$ cat src/yrpc_pkg.sv
// ----------------------------------------------------------------------------
// yrpc_pkg: shared types and constants of the YUV/RGB pixel converter
// Conversion modes, fixed-point coefficients (16 fraction bits) and the
// per-mode coefficient matrix used by the multiply stage.
// ----------------------------------------------------------------------------
`default_nettype none

package yrpc_pkg;

  localparam int unsigned ByteW  = 8;
  localparam int unsigned ModeW  = 3;
  localparam int unsigned CountW = 2;
  localparam int unsigned CoefW  = 19;
  localparam int unsigned ProdW  = CoefW + ByteW + 1;
  localparam int unsigned SumW   = ProdW + 2;
  localparam int unsigned FracW  = 16;
  localparam int unsigned NumCoef = 9;

  typedef enum logic [ModeW-1:0] {
    MODE_YUV_RGB24  = 3'd0,
    MODE_YUV_RGB565 = 3'd1,
    MODE_YUV_RGB8   = 3'd2,
    MODE_YUV_GRAY   = 3'd3,
    MODE_RGB_YUV    = 3'd4,
    MODE_RGB_RGB565 = 3'd5,
    MODE_RGB_RGB8   = 3'd6
  } mode_t;

  localparam logic [CountW-1:0] COUNT_ONE   = 2'd1;
  localparam logic [CountW-1:0] COUNT_TWO   = 2'd2;
  localparam logic [CountW-1:0] COUNT_THREE = 2'd3;

  typedef logic signed [CoefW-1:0] coef_t;
  typedef coef_t coef_mat_t [NumCoef];
  typedef logic signed [SumW-1:0] sum_t;

  localparam coef_t K_ONE = 19'sd65536;
  localparam coef_t K_V_R = 19'sd83908;
  localparam coef_t K_U_G = 19'sd14078;
  localparam coef_t K_V_G = 19'sd24942;
  localparam coef_t K_U_B = 19'sd139459;
  localparam coef_t K_R_Y = 19'sd13933;
  localparam coef_t K_G_Y = 19'sd46871;
  localparam coef_t K_B_Y = 19'sd4732;
  localparam coef_t K_R_U = 19'sd6548;
  localparam coef_t K_G_U = 19'sd22026;
  localparam coef_t K_B_U = 19'sd28574;
  localparam coef_t K_R_V = 19'sd40305;
  localparam coef_t K_G_V = 19'sd36609;
  localparam coef_t K_B_V = 19'sd3696;
  localparam coef_t K_ZERO = 19'sd0;

  // Rows are output components, columns are the three input bytes.
  // Gray pass-through and the RGB-input packing modes use the identity matrix so the clamp
  // returns the input bytes unchanged.
  function automatic coef_mat_t coef_set(mode_t mode);
    coef_mat_t k;
    case (mode)
      MODE_YUV_RGB24, MODE_YUV_RGB565, MODE_YUV_RGB8: begin
        k = '{K_ONE, K_ZERO, K_V_R,
              K_ONE, -K_U_G, -K_V_G,
              K_ONE, K_U_B,  K_ZERO};
      end
      MODE_YUV_GRAY, MODE_RGB_RGB565, MODE_RGB_RGB8: begin
        k = '{K_ONE,  K_ZERO, K_ZERO,
              K_ZERO, K_ONE,  K_ZERO,
              K_ZERO, K_ZERO, K_ONE};
      end
      MODE_RGB_YUV: begin
        k = '{K_R_Y,  K_G_Y,  K_B_Y,
              -K_R_U, -K_G_U, K_B_U,
              K_R_V,  -K_G_V, -K_B_V};
      end
      default: begin
        k = '{K_ZERO, K_ZERO, K_ZERO,
              K_ZERO, K_ZERO, K_ZERO,
              K_ZERO, K_ZERO, K_ZERO};
      end
    endcase
    return k;
  endfunction

endpackage

`default_nettype wire

$ cat src/yuv_rgb_pixel_converter_unit.sv
// An accepted request passes the stage 1, 2, 3 and output registers.
// One pixel per cycle while out_ready allows; the four stages each advance
// on their own, so bubbles close up and a full pipeline holds four requests.
// The nine coefficient products set the stage depth (19x9 signed each).
// Reset clears all stage valid bits and sets conversion_mode to 0.
// ----------------------------------------------------------------------------
// yuv_rgb_pixel_converter_unit: pipelined YUV/RGB pixel converter
// Stage 1 registers the pixel and its coefficient matrix, stage 2 forms the
// products, stage 3 the sums, stage 4 clamps, packs and holds the result.
// ----------------------------------------------------------------------------
`default_nettype none

module yuv_rgb_pixel_converter_unit (
  input  wire                               clk,
  input  wire                               rst,
  input  wire                               conversion_mode_we,
  input  wire  [yrpc_pkg::ModeW-1:0]        conversion_mode_wdata,
  input  wire                               in_valid,
  output logic                              in_ready,
  input  wire  [yrpc_pkg::ByteW-1:0]        comp_first,
  input  wire  [yrpc_pkg::ByteW-1:0]        comp_second,
  input  wire  [yrpc_pkg::ByteW-1:0]        comp_third,
  output logic                              out_valid,
  input  wire                               out_ready,
  output logic [yrpc_pkg::ByteW-1:0]        out_byte0,
  output logic [yrpc_pkg::ByteW-1:0]        out_byte1,
  output logic [yrpc_pkg::ByteW-1:0]        out_byte2,
  output logic [yrpc_pkg::CountW-1:0]       out_count
);

  localparam int unsigned NumCoef = yrpc_pkg::NumCoef;

  yrpc_pkg::mode_t conversion_mode;

  // stage 1: pixel bytes and coefficients
  logic                         v1;
  yrpc_pkg::mode_t              mode1;
  yrpc_pkg::coef_mat_t          coef1;
  logic [yrpc_pkg::ByteW-1:0]   pix1 [3];
  // stage 2: products
  logic                         v2;
  yrpc_pkg::mode_t              mode2;
  logic signed [yrpc_pkg::ProdW-1:0] prod2 [NumCoef];
  // stage 3: sums
  logic                         v3;
  yrpc_pkg::mode_t              mode3;
  yrpc_pkg::sum_t               sum3 [3];

  logic rdy1;
  logic rdy2;
  logic rdy3;
  logic rdy4;

  yrpc_pkg::coef_mat_t          coef_next;
  logic [yrpc_pkg::ByteW-1:0]   fmt_byte0;
  logic [yrpc_pkg::ByteW-1:0]   fmt_byte1;
  logic [yrpc_pkg::ByteW-1:0]   fmt_byte2;
  logic [yrpc_pkg::CountW-1:0]  fmt_count;

  // a stage takes a new request when empty or when its content moves on
  assign rdy4     = !out_valid || out_ready;
  assign rdy3     = !v3 || rdy4;
  assign rdy2     = !v2 || rdy3;
  assign rdy1     = !v1 || rdy2;
  assign in_ready = rdy1;

  assign coef_next = yrpc_pkg::coef_set(conversion_mode);

  always_ff @(posedge clk) begin
    if (rst) begin
      conversion_mode <= yrpc_pkg::MODE_YUV_RGB24;
    end else if (conversion_mode_we) begin
      conversion_mode <= yrpc_pkg::mode_t'(conversion_mode_wdata);
    end
  end

  always_ff @(posedge clk) begin
    if (rst) begin
      v1 <= 1'b0;
    end else if (rdy1) begin
      v1 <= in_valid;
    end
    if (rdy1 && in_valid) begin
      mode1   <= conversion_mode;
      coef1   <= coef_next;
      pix1[0] <= comp_first;
      pix1[1] <= comp_second;
      pix1[2] <= comp_third;
    end
  end

  always_ff @(posedge clk) begin
    if (rst) begin
      v2 <= 1'b0;
    end else if (rdy2) begin
      v2 <= v1;
    end
    if (rdy2 && v1) begin
      mode2 <= mode1;
      for (int i = 0; i < NumCoef; i++) begin
        prod2[i] <= coef1[i] * $signed({1'b0, pix1[i % 3]});
      end
    end
  end

  always_ff @(posedge clk) begin
    if (rst) begin
      v3 <= 1'b0;
    end else if (rdy3) begin
      v3 <= v2;
    end
    if (rdy3 && v2) begin
      mode3 <= mode2;
      for (int k = 0; k < 3; k++) begin
        sum3[k] <= yrpc_pkg::SumW'(prod2[3*k]) + yrpc_pkg::SumW'(prod2[3*k+1])
                   + yrpc_pkg::SumW'(prod2[3*k+2]);
      end
    end
  end

  yrpc_format u_format (
    .mode  (mode3),
    .sum0  (sum3[0]),
    .sum1  (sum3[1]),
    .sum2  (sum3[2]),
    .byte0 (fmt_byte0),
    .byte1 (fmt_byte1),
    .byte2 (fmt_byte2),
    .count (fmt_count)
  );

  always_ff @(posedge clk) begin
    if (rst) begin
      out_valid <= 1'b0;
    end else if (rdy4) begin
      out_valid <= v3;
    end
    if (rdy4 && v3) begin
      out_byte0 <= fmt_byte0;
      out_byte1 <= fmt_byte1;
      out_byte2 <= fmt_byte2;
      out_count <= fmt_count;
    end
  end

  a_ready_when_out_empty: assert property (@(posedge clk) disable iff (rst)
    !out_valid |-> in_ready)
    else $error("input stalled with an empty output stage");

  a_count_nonzero: assert property (@(posedge clk) disable iff (rst)
    out_valid |-> out_count != 2'd0)
    else $error("result with zero byte count");

  a_unused_two: assert property (@(posedge clk) disable iff (rst)
    out_valid && out_count == yrpc_pkg::COUNT_TWO |-> out_byte2 == '0)
    else $error("unused third byte not zero");

  a_unused_one: assert property (@(posedge clk) disable iff (rst)
    out_valid && out_count == yrpc_pkg::COUNT_ONE |-> out_byte1 == '0 && out_byte2 == '0)
    else $error("unused bytes not zero");

  a_stage_flow: assert property (@(posedge clk) disable iff (rst)
    v3 && rdy4 |=> out_valid)
    else $error("request lost between sum and output stage");

endmodule

`default_nettype wire

$ cat src/yrpc_format.sv
// ----------------------------------------------------------------------------
// yrpc_format: clamp and output packing
// Turns three fixed-point sums into bytes (negative to 0, truncate, clamp
// to 255) and arranges them per mode as RGB24/YUV, RGB565, RGB8 or gray.
// ----------------------------------------------------------------------------
`default_nettype none

module yrpc_format (
  input  wire yrpc_pkg::mode_t                 mode,
  input  wire yrpc_pkg::sum_t                  sum0,
  input  wire yrpc_pkg::sum_t                  sum1,
  input  wire yrpc_pkg::sum_t                  sum2,
  output logic [yrpc_pkg::ByteW-1:0]           byte0,
  output logic [yrpc_pkg::ByteW-1:0]           byte1,
  output logic [yrpc_pkg::ByteW-1:0]           byte2,
  output logic [yrpc_pkg::CountW-1:0]          count
);

  localparam int unsigned WholeW = yrpc_pkg::SumW - yrpc_pkg::FracW;

  function automatic logic [yrpc_pkg::ByteW-1:0] clamp(yrpc_pkg::sum_t s);
    logic [WholeW-1:0] whole;
    logic [yrpc_pkg::ByteW-1:0] res;
    whole = s[yrpc_pkg::SumW-1:yrpc_pkg::FracW];
    if (s[yrpc_pkg::SumW-1]) begin
      res = '0;
    end else if (whole[WholeW-1:yrpc_pkg::ByteW] != '0) begin
      res = '1;
    end else begin
      res = whole[yrpc_pkg::ByteW-1:0];
    end
    return res;
  endfunction

  logic [yrpc_pkg::ByteW-1:0] r;
  logic [yrpc_pkg::ByteW-1:0] g;
  logic [yrpc_pkg::ByteW-1:0] b;

  assign r = clamp(sum0);
  assign g = clamp(sum1);
  assign b = clamp(sum2);

  always_comb begin
    byte0 = '0;
    byte1 = '0;
    byte2 = '0;
    count = yrpc_pkg::COUNT_ONE;
    case (mode)
      yrpc_pkg::MODE_YUV_RGB24, yrpc_pkg::MODE_RGB_YUV: begin
        byte0 = r;
        byte1 = g;
        byte2 = b;
        count = yrpc_pkg::COUNT_THREE;
      end
      yrpc_pkg::MODE_YUV_RGB565, yrpc_pkg::MODE_RGB_RGB565: begin
        byte0 = {g[2:0], r[4:0]};
        byte1 = {b[4:0], g[5:3]};
        count = yrpc_pkg::COUNT_TWO;
      end
      yrpc_pkg::MODE_YUV_RGB8, yrpc_pkg::MODE_RGB_RGB8: begin
        byte0 = {b[1:0], g[2:0], r[2:0]};
      end
      yrpc_pkg::MODE_YUV_GRAY: begin
        byte0 = r;
      end
      default: begin
        byte0 = '0;
      end
    endcase
  end

endmodule

`default_nettype wire
$ cat config.mk
export PLATFORM = sky130hd
export DESIGN_NAME = yuv_rgb_pixel_converter_unit
export DESIGN_NICKNAME = d
export VERILOG_FILES = /design/src/yrpc_pkg.sv /design/src/yuv_rgb_pixel_converter_unit.sv /design/src/yrpc_format.sv
export SDC_FILE = /design/constraint.sdc
export NUM_CORES = 2
export LEC_CHECK = 0
export BUFFER_PORTS_ARGS = -buffer_cell sky130_fd_sc_hd__buf_2
export CORE_MARGIN = 2
export CORE_UTILIZATION = 48
export DETAILED_ROUTE_END_ITERATION = 8
export HOLD_SLACK_MARGIN = 0.06
export PLACE_DENSITY = 0.63
export SLEW_MARGIN = 20
export SYNTH_ARGS = -nofsm -noshare
export SYNTH_HDL_FRONTEND = slang
export SYNTH_HIERARCHICAL = 1
export SYNTH_SLANG_ARGS = --single-unit
export TNS_END_PERCENT = 100
$ cat constraint.sdc
create_clock -name clk -period 15.28 [get_ports clk]
set_clock_uncertainty 0.05 [all_clocks]
set_input_delay 1.528 -clock clk [delete_from_list [all_inputs] [get_ports clk]]
set_output_delay 1.528 -clock clk [all_outputs]
set_load 0.01 [all_outputs]
# Yosys cells after proc, flatten, opt, wreduce, memory -nomap -nowiden
# Memory sizes are Yosys's and may differ from the RTL's.
# Cells that the tools add are included.
# word_totals
input_bits,32
ram_bits,366
out_inout_bits,28
mem_count,3
wordCells,93
register_bits,211
# memory_table
memory,depth,width,rd,rd_ports_with_merged_regs,write_ports,line,text
prod2,9,28,9,0,9,yuv_rgb_pixel_converter_unit.sv:43,logic signed [yrpc_pkg::ProdW-1:0] prod2 [NumCoef];
sum3,3,30,3,0,3,yuv_rgb_pixel_converter_unit.sv:47,yrpc_pkg::sum_t sum3 [3];
pix1,3,8,3,0,3,yuv_rgb_pixel_converter_unit.sv:39,logic [yrpc_pkg::ByteW-1:0] pix1 [3];
# op_classes
add_sub_neg,6
bitwise_logic,1
mul,9
reduce_logical,24
muxes,16
n_eq_ne,12
# op_table
cell,count
$pmux W169 S3,1
$mul A19 B9 Y28,8
$add A29 B28 Y30,3
$add A28 B28 Y29,3
$mux W8,5
$mul A17 B8 Y25,1
$pmux W8 S3,1
$eq A3 B3 Y1 const B,6
$reduce_bool A6 Y1,3
$pmux W8 S2,1
$eq A3 B2 Y1 const B,4
$reduce_or A3 Y1,3
$reduce_or A2 Y1,4
$eq A3 B1 Y1 const B,2
$logic_not A3 Y1,2
$mux W1,6
$mux W5,1
$logic_and A1 B1 Y1,4
$logic_not A1 Y1,4
$logic_or A1 B1 Y1,4
$pmux W2 S2,1
$not A1 Y1,1

# Logic depth before layout (Yosys ltp)
# depth
depth_word,8
mapped_depth,23
mapped_depth_nobuf,22

# By module
# The synthesis kept the hierarchy.
# by_module_without_submodules
mod,cells_each,n_inst,area_per_inst_um2,seq_area_each_um2
yuv_rgb_pixel_converter_unit,3948,1,42072.9,11431.0
yrpc_format,80,1,437.9,0.0

# Worst setup path before layout
# OpenSTA, ideal clock, no wires.
# synth_path
path_type,input-to-reg
startpoint,input port out_ready
endpoint,register mode2[0] (enable)
n_path_buf,0
t_required_ns,14.382
setup_time_ns,0.848
path_stages,3
slack_ns,2.513
t_arrival_ns,11.869
path_cell_list,nor2b_1 and3_1 nor2b_1
# synth_via
elab_chain_cells,4
# synth_lines
element,line,text
start: declaration,yuv_rgb_pixel_converter_unit.sv:24,"input wire out_ready,"
$logic_or A1 B1 Y1,yuv_rgb_pixel_converter_unit.sv:61,assign rdy4 = !out_valid || out_ready;
$logic_or A1 B1 Y1,yuv_rgb_pixel_converter_unit.sv:62,assign rdy3 = !v3 || rdy4;
$logic_or A1 B1 Y1,yuv_rgb_pixel_converter_unit.sv:63,assign rdy2 = !v2 || rdy3;
$logic_and A1 B1 Y1,yuv_rgb_pixel_converter_unit.sv:98,if (rdy2 && v1) begin
end signal: assignment,yuv_rgb_pixel_converter_unit.sv:99,mode2 <= mode1;
end: declaration,yuv_rgb_pixel_converter_unit.sv:42,yrpc_pkg::mode_t mode2;
# Every way passes these cells.
# A chain may end at the register's enable or synchronous reset.

==> results.md <==
- Hold depth: 0
- Dpl hpwl: 91180 um
- Share of post-route cells with drive strength above 1: 0.05116
- Fillers: 7484
- Fin crit share: 0.4449
- Relative slew margins: 0.2850
- Synth Area per Inst: 10.40 um^2
- Initial antenna violation count: 3
- Die footprint: 86730 um^2
- Slew at the pin with the worst max-slew slack: 1065 ps
- Buf/Inv on CP: 4
- Commonest cells after routing, fill and taps aside: inv_1 (871), ha_1 (608), fa_1 (489)
- Overall Power: 9.568 mW
- DR vias: 27080
- Total track usage: 0.2537
- Area occupied by multi-input gates: 27110 um^2
- Hold Crit Start: mode2[0]
- TritonCTS clock tree: built
- Crit Path Category: flip-flop to flip-flop
- Final nets: 5105
- Final Max Slew Viols: 0
- CP Data Arrival Time: 7110 ps
- IO Count: 60
- GPL Wtd Cong: 0.9680
- TritonCTS Buffers: 43
- Clk sink count: 336
- Detail-routed via count per cell: 5.320
- Max stage delay cell, worst path: edfxtp_1
- Crit-path max cell delay: 870 ps
- Post-route ant nets: 0
- Drt pass-1 iters: 7
- Setup Viol. Count Final: 0
- Fmax: 147.1 MHz
- Setup slack after placement: 8508 ps
- WHS Endpoint: mode3[0]
- Final Hold Viols: 0
- Clock slew at reported path FFs: 60 ps
- Critical path's top delay family: adder cells
- Power density over the cells: 219.4 nW/um^2
- Crit-path cells: buf_4, nand2_1, inv_1, fa_1, ha_1, ha_1, inv_1, fa_1, inv_1, ha_1, fa_1, a21o_1, a21oi_1, o21ai_0, a221oi_2, o21ai_1, or4_1, a31o_1, a21oi_2, xnor2_1
- First-pass GRT wire length: 164500 um
- Worst r2r src: coef1[165]
- Worst setup SP type: flip-flop
- IO Port Bufs: 59
- WP depth: 20
- Overflow after GRT: 0
- DR WL/cell: 21.10 um
- Mapped Area: 40510 um^2
- Clk root buf: clkbuf_16
- Die W: 294.5 um
- Outcome: finished clean
- Core ar.: 83560 um^2
- First DRT Iteration DRCs: 1989
- Max-Cap Viols: 0
- Aggregate routed wire length: 107400 um
- Fin Setup TNS: 0 ps
- Post_cts resized: 0
- Maximum VDD drop: 0.0001082 V
- Register area: 10020 um^2
- Synth-to-layout area growth: 7.664%
- Vias in the first global route: 27820
- Worst-case clock buffer depth: 3
- Reg2Reg Capture Point: prod2[0][77]
- RSZ-0062 raised after global routing: no
- CTS Hold Bufs: 0
- Flop-to-flop setup slack: 8480 ps
- Pleak: 21.55 nW
- Worst min path class: flip-flop to flip-flop
- Largest net degree at the start of global routing: 147
- FP Rows: 106
- Post-layout worst setup margin: 8482 ps
- CP max FO: 25
- Die Y: 294.5 um
- Minimum clock period: 6798 ps
- CP required: 15590 ps
- Cells after Synth: 3895
- Clk_lat worst skew: 610 ps
- H-tree levels: 2
- Final hold slack: 364.6 ps
- Commonest non-fill, non-tap cell in the layout: inv_1
- Crit end category: flip-flop
- Initial Utilization: 0.4848
- Syn. warnings: 6
- Worst R2R Path Depth: 20
- # Post-CTS Setup Buffers: 0
- # DRC: 0
-- state kept, by name, indices dropped and copies added, names as in the netlist --
name	count
conversion_mode	3
v1	1
prod2	225
pix1	24
v3	1
coef1	6
mode3	3
out_valid	1
out_byte2	8
v2	1
mode2	3
sum3	39
out_count	2
out_byte1	8
mode1	3
out_byte0	8
-- where the power goes --
part / total, mW / switching [mW] / leakage [nW] / internal (mW)
Combinational: 6.65 / 3.93 / 17.7 / 2.72
Sequential: 1.87 / 0.241 / 3.15 / 1.63
Clock: 1.05 / 0.437 / 0.696 / 0.612
-- routing by layer --
metal  GRT usage  vias to the layer above  part of all wire
li1            -                    12980                 -
met1      0.3488                    13220              0.45
met2      0.4129                      696              0.46
met3     0.03190                      174             0.053
met4     0.09171                        0             0.039
met5           0                        -                 0
-- cell type report --
class	instances	share of cell area
clock inverter	26	0.007746
multi-input combinational	2650	0.6216
antenna	2	0.0001148
clock buffer	50	0.02528
timing repair buffer	73	0.009468
sequential	336	0.2298
tap	1080	0.03099
inverter	872	0.07505
-- worst max-delay path by stage --
stage	start	end	slack (ps)
2_1_floorplan	out_ready	mode2[0]	2510
3_3_place_gp	coef1[165]	prod2[0][189]	8610
3_5_place_dp	coef1[165]	prod2[0][77]	8510
4_1_cts	coef1[165]	prod2[0][77]	8540
5_1_grt	coef1[165]	prod2[0][189]	8090
6_report	coef1[165]	prod2[0][77]	8480
-- stage by stage --
stage,utilization,std cells,area (um^2)
2_1_floorplan,-,3901,40530
4_1_cts,0.5219,5087,43610
3_3_place_gp,0.5046,5011,42170
6_report,0.5219,5089,43610
3_5_place_dp,0.5046,5011,42170
5_1_grt,0.5219,5087,43610
(Power assumes the default switching activity.)
